===== src/hdl/bgcs_pkg.sv =====
// Package for the button gesture color selector.
// Holds field widths, register reset values, register indexes, the item and
// result types and the step constants of the index reduction. Depends on nothing.
package bgcs_pkg;

  localparam int unsigned TsW    = 32;
  localparam int unsigned TimeW  = 16;
  localparam int unsigned IdxW   = 8;
  localparam int unsigned CfgIdxW  = 8;
  localparam int unsigned CfgDataW = 16;

  localparam logic [TimeW-1:0] DebounceRst = 16'd50;
  localparam logic [TimeW-1:0] LongPressRst = 16'd3000;
  localparam logic [TimeW-1:0] DblWindowRst = 16'd400;
  localparam logic [IdxW-1:0]  ColorCountRst = 8'd8;

  // Index value one; also the successor of index zero for counts of two and up.
  localparam logic [IdxW-1:0]  IdxOne = 8'd1;

  // The index reduction runs one restoring step per cycle, from shift IdxW
  // down to zero, so a count of one can take a quotient of 256.
  localparam int unsigned      StepW     = 4;
  localparam logic [StepW-1:0] StepFirst = StepW'(IdxW);

  // Configuration register indexes.
  typedef enum logic [CfgIdxW-1:0] {
    CFG_DEBOUNCE    = 8'd0,
    CFG_LONG_PRESS  = 8'd1,
    CFG_DBL_WINDOW  = 8'd2,
    CFG_COLOR_COUNT = 8'd3
  } cfg_idx_t;

  // One input item.
  typedef struct packed {
    logic [TsW-1:0] timestamp;
    logic           pressed;
  } bgcs_item_t;

  // One result item.
  typedef struct packed {
    logic            calibrate_request;
    logic            color_saved;
    logic            color_shown;
    logic [IdxW-1:0] color_index;
    logic            select_mode;
  } bgcs_result_t;

endpackage


===== src/hdl/bgcs_in_stage.sv =====
// Input register of the button gesture color selector.
// Holds one accepted item until the gesture core takes it. Uses bgcs_pkg.
module bgcs_in_stage (
  input  logic               clk,
  input  logic               rst_n,
  input  logic               in_valid,
  output logic               in_ready,
  input  logic [31:0]        in_timestamp,
  input  logic               in_pressed,
  input  logic               take,
  output logic               item_valid,
  output bgcs_pkg::bgcs_item_t item
);
  import bgcs_pkg::*;

  logic       valid_r;
  bgcs_item_t item_r;

  // The register frees up in the same cycle that the core takes its item.
  assign in_ready   = !valid_r || take;
  assign item_valid = valid_r;
  assign item       = item_r;

  // Valid flag.
  always_ff @(posedge clk) begin
    if (!rst_n) begin
      valid_r <= 1'b0;
    end else if (in_valid && in_ready) begin
      valid_r <= 1'b1;
    end else if (take) begin
      valid_r <= 1'b0;
    end
  end

  // Payload needs no reset.
  always_ff @(posedge clk) begin
    if (in_valid && in_ready) begin
      item_r.timestamp <= in_timestamp;
      item_r.pressed   <= in_pressed;
    end
  end

endmodule


===== src/hdl/bgcs_core.sv =====
// Gesture core of the button gesture color selector.
// Holds the configuration registers and the gesture state, and decodes one
// item per cycle, while fire is high, into a result. Uses bgcs_pkg.
module bgcs_core (
  input  logic                  clk,
  input  logic                  rst_n,
  input  logic                  cfg_valid,
  output logic                  cfg_ready,
  input  logic [7:0]            cfg_index,
  input  logic [15:0]           cfg_data,
  input  logic                  fire,
  output logic                  busy,
  input  bgcs_pkg::bgcs_item_t  item,
  output bgcs_pkg::bgcs_result_t res
);
  import bgcs_pkg::*;

  // Configuration registers.
  logic [TimeW-1:0] debounce_r;
  logic [TimeW-1:0] long_press_r;
  logic [TimeW-1:0] dbl_window_r;
  logic [IdxW-1:0]  color_count_r;

  // Gesture state.
  logic            prev_level_r, prev_level_nxt;
  logic [TsW-1:0]  press_start_r, press_start_nxt;
  logic [TsW-1:0]  last_edge_r, last_edge_nxt;
  logic            mode_r, mode_nxt;
  logic [IdxW-1:0] sel_index_r, sel_index_nxt;
  logic            cal_latched_r, cal_latched_nxt;

  // Successor of the color index, (sel_index + 1) mod count, and the
  // multi-cycle reduction that rebuilds it after a count write.
  logic [IdxW-1:0]    succ_r, succ_nxt;
  logic [IdxW-1:0]    succ_inc;
  logic               busy_r;
  logic [IdxW:0]      rem_r, rem_nxt;
  logic [StepW-1:0]   step_r;
  logic [2*IdxW:0]    step_sub;
  logic [IdxW-1:0]    idx_after;
  logic               cnt_write;

  logic [TsW-1:0] since_edge;
  logic [TsW-1:0] held;
  logic           cal;
  logic           edge_ok;
  logic           dbl;
  logic           saved;
  logic           shown;

  assign cfg_ready = !busy_r;
  assign busy      = busy_r;
  assign cnt_write = cfg_valid && cfg_ready && (cfg_index == CFG_COLOR_COUNT);
  assign idx_after = fire ? sel_index_nxt : sel_index_r;

  // Configuration writes; indexes past the list are dropped.
  always_ff @(posedge clk) begin
    if (!rst_n) begin
      debounce_r    <= DebounceRst;
      long_press_r  <= LongPressRst;
      dbl_window_r  <= DblWindowRst;
      color_count_r <= ColorCountRst;
    end else if (cfg_valid && cfg_ready) begin
      case (cfg_index)
        CFG_DEBOUNCE:    debounce_r    <= cfg_data;
        CFG_LONG_PRESS:  long_press_r  <= cfg_data;
        CFG_DBL_WINDOW:  dbl_window_r  <= cfg_data;
        CFG_COLOR_COUNT: color_count_r <= cfg_data[IdxW-1:0];
        default: ;
      endcase
    end
  end

  // Gesture decode. Time differences wrap modulo 2^32.
  always_comb begin
    since_edge = item.timestamp - last_edge_r;
    held       = item.timestamp - press_start_r;
    cal = item.pressed && prev_level_r && !mode_r && !cal_latched_r &&
          (held >= {{(TsW-TimeW){1'b0}}, long_press_r});
    edge_ok = (item.pressed != prev_level_r) &&
              (since_edge > {{(TsW-TimeW){1'b0}}, debounce_r});
    dbl   = since_edge < {{(TsW-TimeW){1'b0}}, dbl_window_r};
    saved = 1'b0;
    shown = 1'b0;
    succ_inc = succ_r + IdxOne;

    prev_level_nxt  = item.pressed;
    press_start_nxt = press_start_r;
    last_edge_nxt   = last_edge_r;
    mode_nxt        = mode_r;
    sel_index_nxt   = sel_index_r;
    cal_latched_nxt = cal_latched_r || cal;
    succ_nxt        = succ_r;

    if (edge_ok) begin
      last_edge_nxt = item.timestamp;
      if (item.pressed) begin
        press_start_nxt = item.timestamp;
        if (dbl) begin
          if (mode_r) begin
            saved    = 1'b1;
            mode_nxt = 1'b0;
          end else begin
            mode_nxt      = 1'b1;
            sel_index_nxt = '0;
            succ_nxt      = (color_count_r == IdxOne) ? '0 : IdxOne;
          end
        end
      end else if (mode_r) begin
        // The successor is already reduced, so the next one only wraps at
        // the count; a count of zero wraps with the 8-bit increment.
        sel_index_nxt   = succ_r;
        succ_nxt        = (succ_inc == color_count_r) ? '0 : succ_inc;
        shown           = 1'b1;
        cal_latched_nxt = 1'b0;
      end
    end

    res.calibrate_request = cal;
    res.color_saved       = saved;
    res.color_shown       = shown;
    res.color_index       = sel_index_nxt;
    res.select_mode       = mode_nxt;
  end

  // One restoring compare-and-subtract step of the index reduction.
  always_comb begin
    step_sub = {{(IdxW+1){1'b0}}, color_count_r} << step_r;
    if ({{IdxW{1'b0}}, rem_r} >= step_sub) begin
      rem_nxt = rem_r - step_sub[IdxW:0];
    end else begin
      rem_nxt = rem_r;
    end
  end

  // Index reduction sequencer; items and writes wait while it runs.
  always_ff @(posedge clk) begin
    if (!rst_n) begin
      busy_r <= 1'b0;
      rem_r  <= '0;
      step_r <= '0;
    end else if (cnt_write) begin
      busy_r <= 1'b1;
      rem_r  <= {1'b0, idx_after} + {{IdxW{1'b0}}, 1'b1};
      step_r <= StepFirst;
    end else if (busy_r) begin
      rem_r <= rem_nxt;
      if (step_r == '0) begin
        busy_r <= 1'b0;
      end else begin
        step_r <= step_r - {{(StepW-1){1'b0}}, 1'b1};
      end
    end
  end

  // Successor register; the reset count of eight gives a successor of one.
  always_ff @(posedge clk) begin
    if (!rst_n) begin
      succ_r <= IdxOne;
    end else if (busy_r && step_r == '0) begin
      succ_r <= rem_nxt[IdxW-1:0];
    end else if (fire) begin
      succ_r <= succ_nxt;
    end
  end

  // State update, one item per cycle while fire is high.
  always_ff @(posedge clk) begin
    if (!rst_n) begin
      prev_level_r  <= 1'b0;
      press_start_r <= '0;
      last_edge_r   <= '0;
      mode_r        <= 1'b0;
      sel_index_r   <= '0;
      cal_latched_r <= 1'b0;
    end else if (fire) begin
      prev_level_r  <= prev_level_nxt;
      press_start_r <= press_start_nxt;
      last_edge_r   <= last_edge_nxt;
      mode_r        <= mode_nxt;
      sel_index_r   <= sel_index_nxt;
      cal_latched_r <= cal_latched_nxt;
    end
  end

`ifndef SYNTHESIS
  // A save always leaves select mode.
  a_save_leaves_mode: assert property (@(posedge clk) disable iff (!rst_n)
    fire && res.color_saved |=> !mode_r)
    else $error("select mode still active after a save");

  // A calibration request sets the latch.
  a_cal_latches: assert property (@(posedge clk) disable iff (!rst_n)
    fire && res.calibrate_request |=> cal_latched_r)
    else $error("calibration latch not set after a request");

  // A shown color comes only from select mode, which the release keeps.
  a_shown_in_mode: assert property (@(posedge clk) disable iff (!rst_n)
    fire && res.color_shown |-> mode_r && res.select_mode)
    else $error("color shown outside select mode");

  // Without an item the gesture state holds.
  a_state_holds: assert property (@(posedge clk) disable iff (!rst_n)
    !fire |=> $stable(sel_index_r) && $stable(mode_r) && $stable(last_edge_r))
    else $error("gesture state changed without an item");

  // No item is decoded while the index reduction runs.
  a_no_item_while_busy: assert property (@(posedge clk) disable iff (!rst_n)
    busy_r |-> !fire)
    else $error("item decoded during the index reduction");
`endif

endmodule


===== src/hdl/bgcs_out_stage.sv =====
// Output register of the button gesture color selector.
// Holds one result item until the consumer takes it. Uses bgcs_pkg.
module bgcs_out_stage (
  input  logic                   clk,
  input  logic                   rst_n,
  input  logic                   push,
  input  bgcs_pkg::bgcs_result_t res,
  output logic                   space,
  output logic                   out_valid,
  input  logic                   out_ready,
  output logic                   out_calibrate_request,
  output logic                   out_color_saved,
  output logic                   out_color_shown,
  output logic [7:0]             out_color_index,
  output logic                   out_select_mode
);
  import bgcs_pkg::*;

  logic         valid_r;
  bgcs_result_t res_r;

  // A new result may enter when the register is empty or being drained.
  assign space = !valid_r || out_ready;

  // Valid flag.
  always_ff @(posedge clk) begin
    if (!rst_n) begin
      valid_r <= 1'b0;
    end else if (push) begin
      valid_r <= 1'b1;
    end else if (out_ready) begin
      valid_r <= 1'b0;
    end
  end

  // Result payload.
  always_ff @(posedge clk) begin
    if (push) begin
      res_r <= res;
    end
  end

  assign out_valid             = valid_r;
  assign out_calibrate_request = res_r.calibrate_request;
  assign out_color_saved       = res_r.color_saved;
  assign out_color_shown       = res_r.color_shown;
  assign out_color_index       = res_r.color_index;
  assign out_select_mode       = res_r.select_mode;

endmodule


===== src/hdl/button_gesture_color_selector_unit.sv =====
// Top level of the button gesture color selector.
// Joins the input register, the gesture core and the output register.
// Uses bgcs_pkg, bgcs_in_stage, bgcs_core and bgcs_out_stage.
//
//   Channel  Direction  Handshake             Payload
//   in_      input      in_valid / in_ready   timestamp[31:0], pressed
//   out_     output     out_valid / out_ready calibrate_request, color_saved,
//                                             color_shown, color_index[7:0],
//                                             select_mode
//   cfg_     input      cfg_valid / cfg_ready index[7:0], data[15:0]
//
// One item per cycle sustained unless the output stalls or a reduction runs;
// out_valid rises once an accepted item passes the input register and then the
// gesture decode into the output register. A color count write starts the index
// reduction; items wait in the input register and cfg_ready stays low until it ends.
// Reset is synchronous on rst_n low and restores the register defaults.
// A stalled output holds one result and still lets the input register fill.
module button_gesture_color_selector_unit (
  input  logic        clk,
  input  logic        rst_n,
  input  logic        in_valid,
  output logic        in_ready,
  input  logic [31:0] in_timestamp,
  input  logic        in_pressed,
  output logic        out_valid,
  input  logic        out_ready,
  output logic        out_calibrate_request,
  output logic        out_color_saved,
  output logic        out_color_shown,
  output logic [7:0]  out_color_index,
  output logic        out_select_mode,
  input  logic        cfg_valid,
  output logic        cfg_ready,
  input  logic [7:0]  cfg_index,
  input  logic [15:0] cfg_data
);
  import bgcs_pkg::*;

  logic         item_valid;
  bgcs_item_t   item;
  bgcs_result_t res;
  logic         space;
  logic         busy;
  logic         fire;

  // An item moves through the core when the output register can take it
  // and no index reduction is running.
  assign fire = item_valid && space && !busy;

  bgcs_in_stage u_in (
    .clk          (clk),
    .rst_n        (rst_n),
    .in_valid     (in_valid),
    .in_ready     (in_ready),
    .in_timestamp (in_timestamp),
    .in_pressed   (in_pressed),
    .take         (fire),
    .item_valid   (item_valid),
    .item         (item)
  );

  bgcs_core u_core (
    .clk       (clk),
    .rst_n     (rst_n),
    .cfg_valid (cfg_valid),
    .cfg_ready (cfg_ready),
    .cfg_index (cfg_index),
    .cfg_data  (cfg_data),
    .fire      (fire),
    .busy      (busy),
    .item      (item),
    .res       (res)
  );

  bgcs_out_stage u_out (
    .clk                   (clk),
    .rst_n                 (rst_n),
    .push                  (fire),
    .res                   (res),
    .space                 (space),
    .out_valid             (out_valid),
    .out_ready             (out_ready),
    .out_calibrate_request (out_calibrate_request),
    .out_color_saved       (out_color_saved),
    .out_color_shown       (out_color_shown),
    .out_color_index       (out_color_index),
    .out_select_mode       (out_select_mode)
  );

endmodule


===== config.mk =====
export PLATFORM = sky130hd
export DESIGN_NAME = button_gesture_color_selector_unit
export DESIGN_NICKNAME = d
export VERILOG_FILES = /design/src/hdl/bgcs_pkg.sv /design/src/hdl/bgcs_in_stage.sv /design/src/hdl/bgcs_core.sv /design/src/hdl/bgcs_out_stage.sv /design/src/hdl/button_gesture_color_selector_unit.sv
export SDC_FILE = /design/constraint.sdc
export NUM_CORES = 1
export LEC_CHECK = 0
export ABC_AREA = 1
export BUFFER_PORTS_ARGS = -buffer_cell sky130_fd_sc_hd__buf_2
export CAP_MARGIN = 15
export CORE_ASPECT_RATIO = 2
export CORE_MARGIN = 3
export CORE_UTILIZATION = 25
export CTS_BUF_LIST = sky130_fd_sc_hd__clkbuf_8
export DETAILED_ROUTE_END_ITERATION = 6
export GPL_TIMING_DRIVEN = 0
export RECOVER_POWER = 100
export SYNTH_ARGS = -nofsm -noshare
export SYNTH_HDL_FRONTEND = slang
export SYNTH_HIERARCHICAL = 1
export SYNTH_SLANG_ARGS = --single-unit

===== constraint.sdc =====
create_clock -name clk -period 4.4 [get_ports clk]
set_clock_uncertainty 0.1 [all_clocks]
set_input_delay 0.44 -clock clk [delete_from_list [all_inputs] [get_ports clk]]
set_output_delay 0.44 -clock clk [all_outputs]
set_load 0.005 [all_outputs]

==> run summary <==
==========================================================================================
Result of the run ........................................................... finished with violations
Violations in the final reports ............................................. max-capacitance violations, max-slew violations
Average cell area after synthesis ...........................................   7.00 sq um
Critical path class .........................................................      reg2reg
Post-synthesis sequential element count .....................................          200
FILL cells ..................................................................         5993
Number of input and output port buffers inserted ............................           76
Max-slew headroom ...........................................................       -15.7%
Number of buffers inserted during clock tree synthesis ......................           17
Synthesized Nets ............................................................         2163
MaxCap Viol Count ...........................................................            1
Clock insertion delay at the later pin of the skew report ...................      0.53 ns
Met3 Resource Use GR ........................................................        1.69%
Final period utilization ....................................................        98.9%
Met1 usage ..................................................................        15.0%
Final setup slack of the worst path .........................................    0.0490 ns
Hold slack final ............................................................    0.0542 ns
Global route overflow .......................................................            0
Total negative setup slack ..................................................         0 ns
Cell types with the largest area share after synthesis ...................... sky130_fd_sc_hd__dfxtp_1 22%, sky130_fd_sc_hd__nand2_1 12%, sky130_fd_sc_hd__ha_1 11%
Count of different cell masters after synthesis .............................           55
Total routed wirelength ..................................................... 49600 microns
Final setup violation count .................................................            0
Number of max-slew violations in the final report ...........................           26
Die footprint ...............................................................  58300 sq um
Maximum fanout along the worst path .........................................            6
Setup repair after global routing missed its margin .........................          yes
Number of remaining DRC errors ..............................................            0
TritonCTS clock tree ........................................................          yes
Average via count per standard cell .........................................         4.73
Final HPWL from detailed placement .......................................... 40600 microns
Type of origin of the critical path .........................................    flip-flop
Maximum number of pins on one net before global-route repair ................           26
Crit path capture type ......................................................    flip-flop
Iter 0 DRT Violations .......................................................          633
Footprint of the multi-input gates ..........................................   8510 sq um
Die W .......................................................................  172 microns
Layer with the highest usage ................................................         met2
Core Rows ...................................................................          121
Startpoint of the most critical setup path .................................. u_in/item[3]
Clock Tree Root ............................................................. sky130_fd_sc_hd__clkbuf_8
Pin slew with the least headroom to its limit ...............................      1.74 ns
H-tree levels ...............................................................            4
Required @ worst endpoint ...................................................      4.72 ns
HP Start ....................................................................    out_ready
Setup Slack @ Placement .....................................................    -0.762 ns
Clock Path Buffers ..........................................................            2
Initial Util ................................................................        25.4%
Total iterations of the first detailed-routing run ..........................            7
Sink count of the clock tree ................................................          200
Crit path time final ........................................................      4.35 ns
Via count ...................................................................        13400
Wire length of the first global-routing pass ................................ 72900 microns
Classification of the worst-slack hold path .................................       in2reg
Fraction of synthesized cell area taken by the top area cell type ...........        22.4%
I/O Pins ....................................................................           77
Cell Area, Synth ............................................................  13800 sq um
Mean routed wirelength per cell ............................................. 17.5 microns
Gate count after technology mapping .........................................         1975
Leakage power summed over all cells .........................................   0.00746 uW
Area of the core ............................................................  54500 sq um
Area leader, netlist ........................................................ sky130_fd_sc_hd__dfxtp_1
Timing-limited maximum frequency ............................................      230 MHz
Number of hold violations in the final report ...............................            0
Overall Global Routing Usage ................................................        16.6%
Reg area ....................................................................   4450 sq um
Pwr per Cell Area ...........................................................  301 nW/um^2
Signed area change from the synthesized netlist to the final layout .........        21.1%
Sequential share of the synthesized area ....................................        32.2%
Most common cell after layout, fill and taps aside .......................... sky130_fd_sc_hd__nand2_1
Number of global-route vias before repair ...................................        13300
Final cell utilization of the core ..........................................        30.7%
Worst VDD drop ..............................................................   0.000207 V
Antenna Violating Nets Remaining ............................................            0
Clock edge transition at the registers on the reported setup and hold paths .      0.13 ns
Ys Warns ....................................................................            6
Layout cell share with drive strength beyond 1 ..............................        13.7%
Initial antenna violation count .............................................            2
EDFF count, synth ...........................................................           45
GR Layer Usage met2 .........................................................        32.2%
Top_reg_cell synth .......................................................... sky130_fd_sc_hd__dfxtp_1
Routability congestion estimate .............................................        0.985
Async set or reset register ratio after synthesis ...........................           0%
R2r startpoint .............................................................. u_in/item[3]
Most frequent cells in the layout ........................................... 436 x sky130_fd_sc_hd__nand2_1, 320 x sky130_fd_sc_hd__inv_1, 202 x sky130_fd_sc_hd__a21oi_1
Die Y-Extent ................................................................  339 microns
Arrival time at the worst endpoint ..........................................      4.67 ns
Net count of the finished layout ............................................         2336
==========================================================================================
sequential cells by signal (all words and copies together) (netlist names), 4 cells and up:
| register | cells |
|---|---|
| u_core/press_start_r | 32 |
| u_in/item | 33 |
| u_out/out_color_index | 8 |
| u_core/rem_r | 9 |
| u_core/sel_index_r | 8 |
| u_core/last_edge_r | 32 |
| u_core/color_count_r | 8 |
| u_core/succ_r | 8 |
| u_core/dbl_window_r | 16 |
| u_core/step_r | 4 |
| u_core/long_press_r | 16 |
| u_core/debounce_r | 16 |
final cells by class:
| type | instances | area share, % |
|---|---|---|
| Sequential cell | 200 | 26.6 |
| Multi-Input combinational cell | 1392 | 50.9 |
| Clock buffer | 18 | 1.48 |
| Tap cell | 676 | 5.05 |
| Inverter | 331 | 7.42 |
| Buffer | 52 | 1.44 |
| Antenna cell | 1 | 0.0150 |
| Timing Repair Buffer | 154 | 6.05 |
| Clock inverter | 14 | 1.03 |
per-stage QoR:
| step | cell area, sq um | cells | total power, uW |
|---|---|---|---|
| finish | 16700 | 2838 | 5040 |
| global route | 16700 | 2838 | 5300 |
| CTS | 16300 | 2819 | 4940 |
| detailed placement | 15100 | 2730 | 3540 |
| global placement | 15000 | 2727 | 3530 |
| floorplan | 13800 | 1975 | 3030 |
repair_timing:
action                                  CTS  global route
endpoints found under the hold margin    31             0
pin swaps                                17            32
endpoints found under the setup margin  100            45
hold buffers                             31             0
setup buffers                            26            18
gates resized for setup                  61            61
synthesized netlist by cell type, drive strengths merged, types with 2 or more instances:
| library cell | n |
|---|---|
| nand2 | 482 |
| inv | 328 |
| a21oi | 212 |
| o21ai | 173 |
| dfxtp | 155 |
| nor2 | 128 |
| ha | 123 |
| nand3 | 85 |
| edfxtp | 45 |
| xor2 | 45 |
| clkbuf | 39 |
| xnor2 | 19 |
| nand4 | 18 |
| o211ai | 18 |
| or2 | 14 |
| buf | 13 |
| a31oi | 11 |
| nor3 | 10 |
| nand3b | 7 |
| a211oi | 5 |
| a21o | 5 |
| nor4 | 5 |
| o21bai | 4 |
| o22ai | 4 |
| a21boi | 3 |
| clkinv | 3 |
| fa | 3 |
| a22oi | 2 |
| and2 | 2 |
| and3 | 2 |
| o21a | 2 |
| o31ai | 2 |
worst max-delay path, stage by stage, from the launching register on:
cell                       delay, ns
sky130_fd_sc_hd__edfxtp_1       0.52
sky130_fd_sc_hd__buf_4          0.19
sky130_fd_sc_hd__ha_1           0.37
sky130_fd_sc_hd__a21o_1         0.22
sky130_fd_sc_hd__a31oi_1        0.23
sky130_fd_sc_hd__inv_1          0.12
sky130_fd_sc_hd__nand3_1        0.09
sky130_fd_sc_hd__nand3_1        0.13
sky130_fd_sc_hd__a21oi_2        0.38
sky130_fd_sc_hd__xnor2_1        0.23
sky130_fd_sc_hd__ha_1           0.34
sky130_fd_sc_hd__nand2_1        0.07
sky130_fd_sc_hd__inv_1          0.05
sky130_fd_sc_hd__nand3_1        0.08
sky130_fd_sc_hd__nor3_1         0.43
sky130_fd_sc_hd__nand3_2        0.32
sky130_fd_sc_hd__nand4_1        0.20
sky130_fd_sc_hd__nand2_1        0.06
sky130_fd_sc_hd__inv_1          0.05
sky130_fd_sc_hd__buf_4          0.09
metal layers:
layer	part of all wire, %	routed length, microns	up-vias
met5	0	0	-
met4	9.1	4520	0
met3	2.2	1100	160
met2	55	27200	327
met1	34	16700	6175
li1	-	-	6755
kinds of logic after synthesis:
family                     synth area share (%)
AOI/OAI and AO/OA                          17.4
xor gates and xnor gates                   4.06
adders and majority gates                  11.6
buffers and inverters                      10.7
DFF                                        32.2
and+or+nand+nor                            24.1
report_power, final:
group | total [uW] | switching (uW) | internal (uW)
Clock | 1260 | 806 | 452
Combinational | 1770 | 1110 | 656
Sequential | 2010 | 52.7 | 1960
final timing paths:
check	slack (ns)	cells past startpoint	end
setup reg to reg	0.05	19	u_out/out_calibrate_request
hold / removal	0.05	4	u_out/out_valid
setup / recovery	0.05	19	u_out/out_calibrate_request
hold reg to reg	0.36	2	u_core/dbl_window_r[0]
Note: power is estimated with default switching activity, not from simulation.
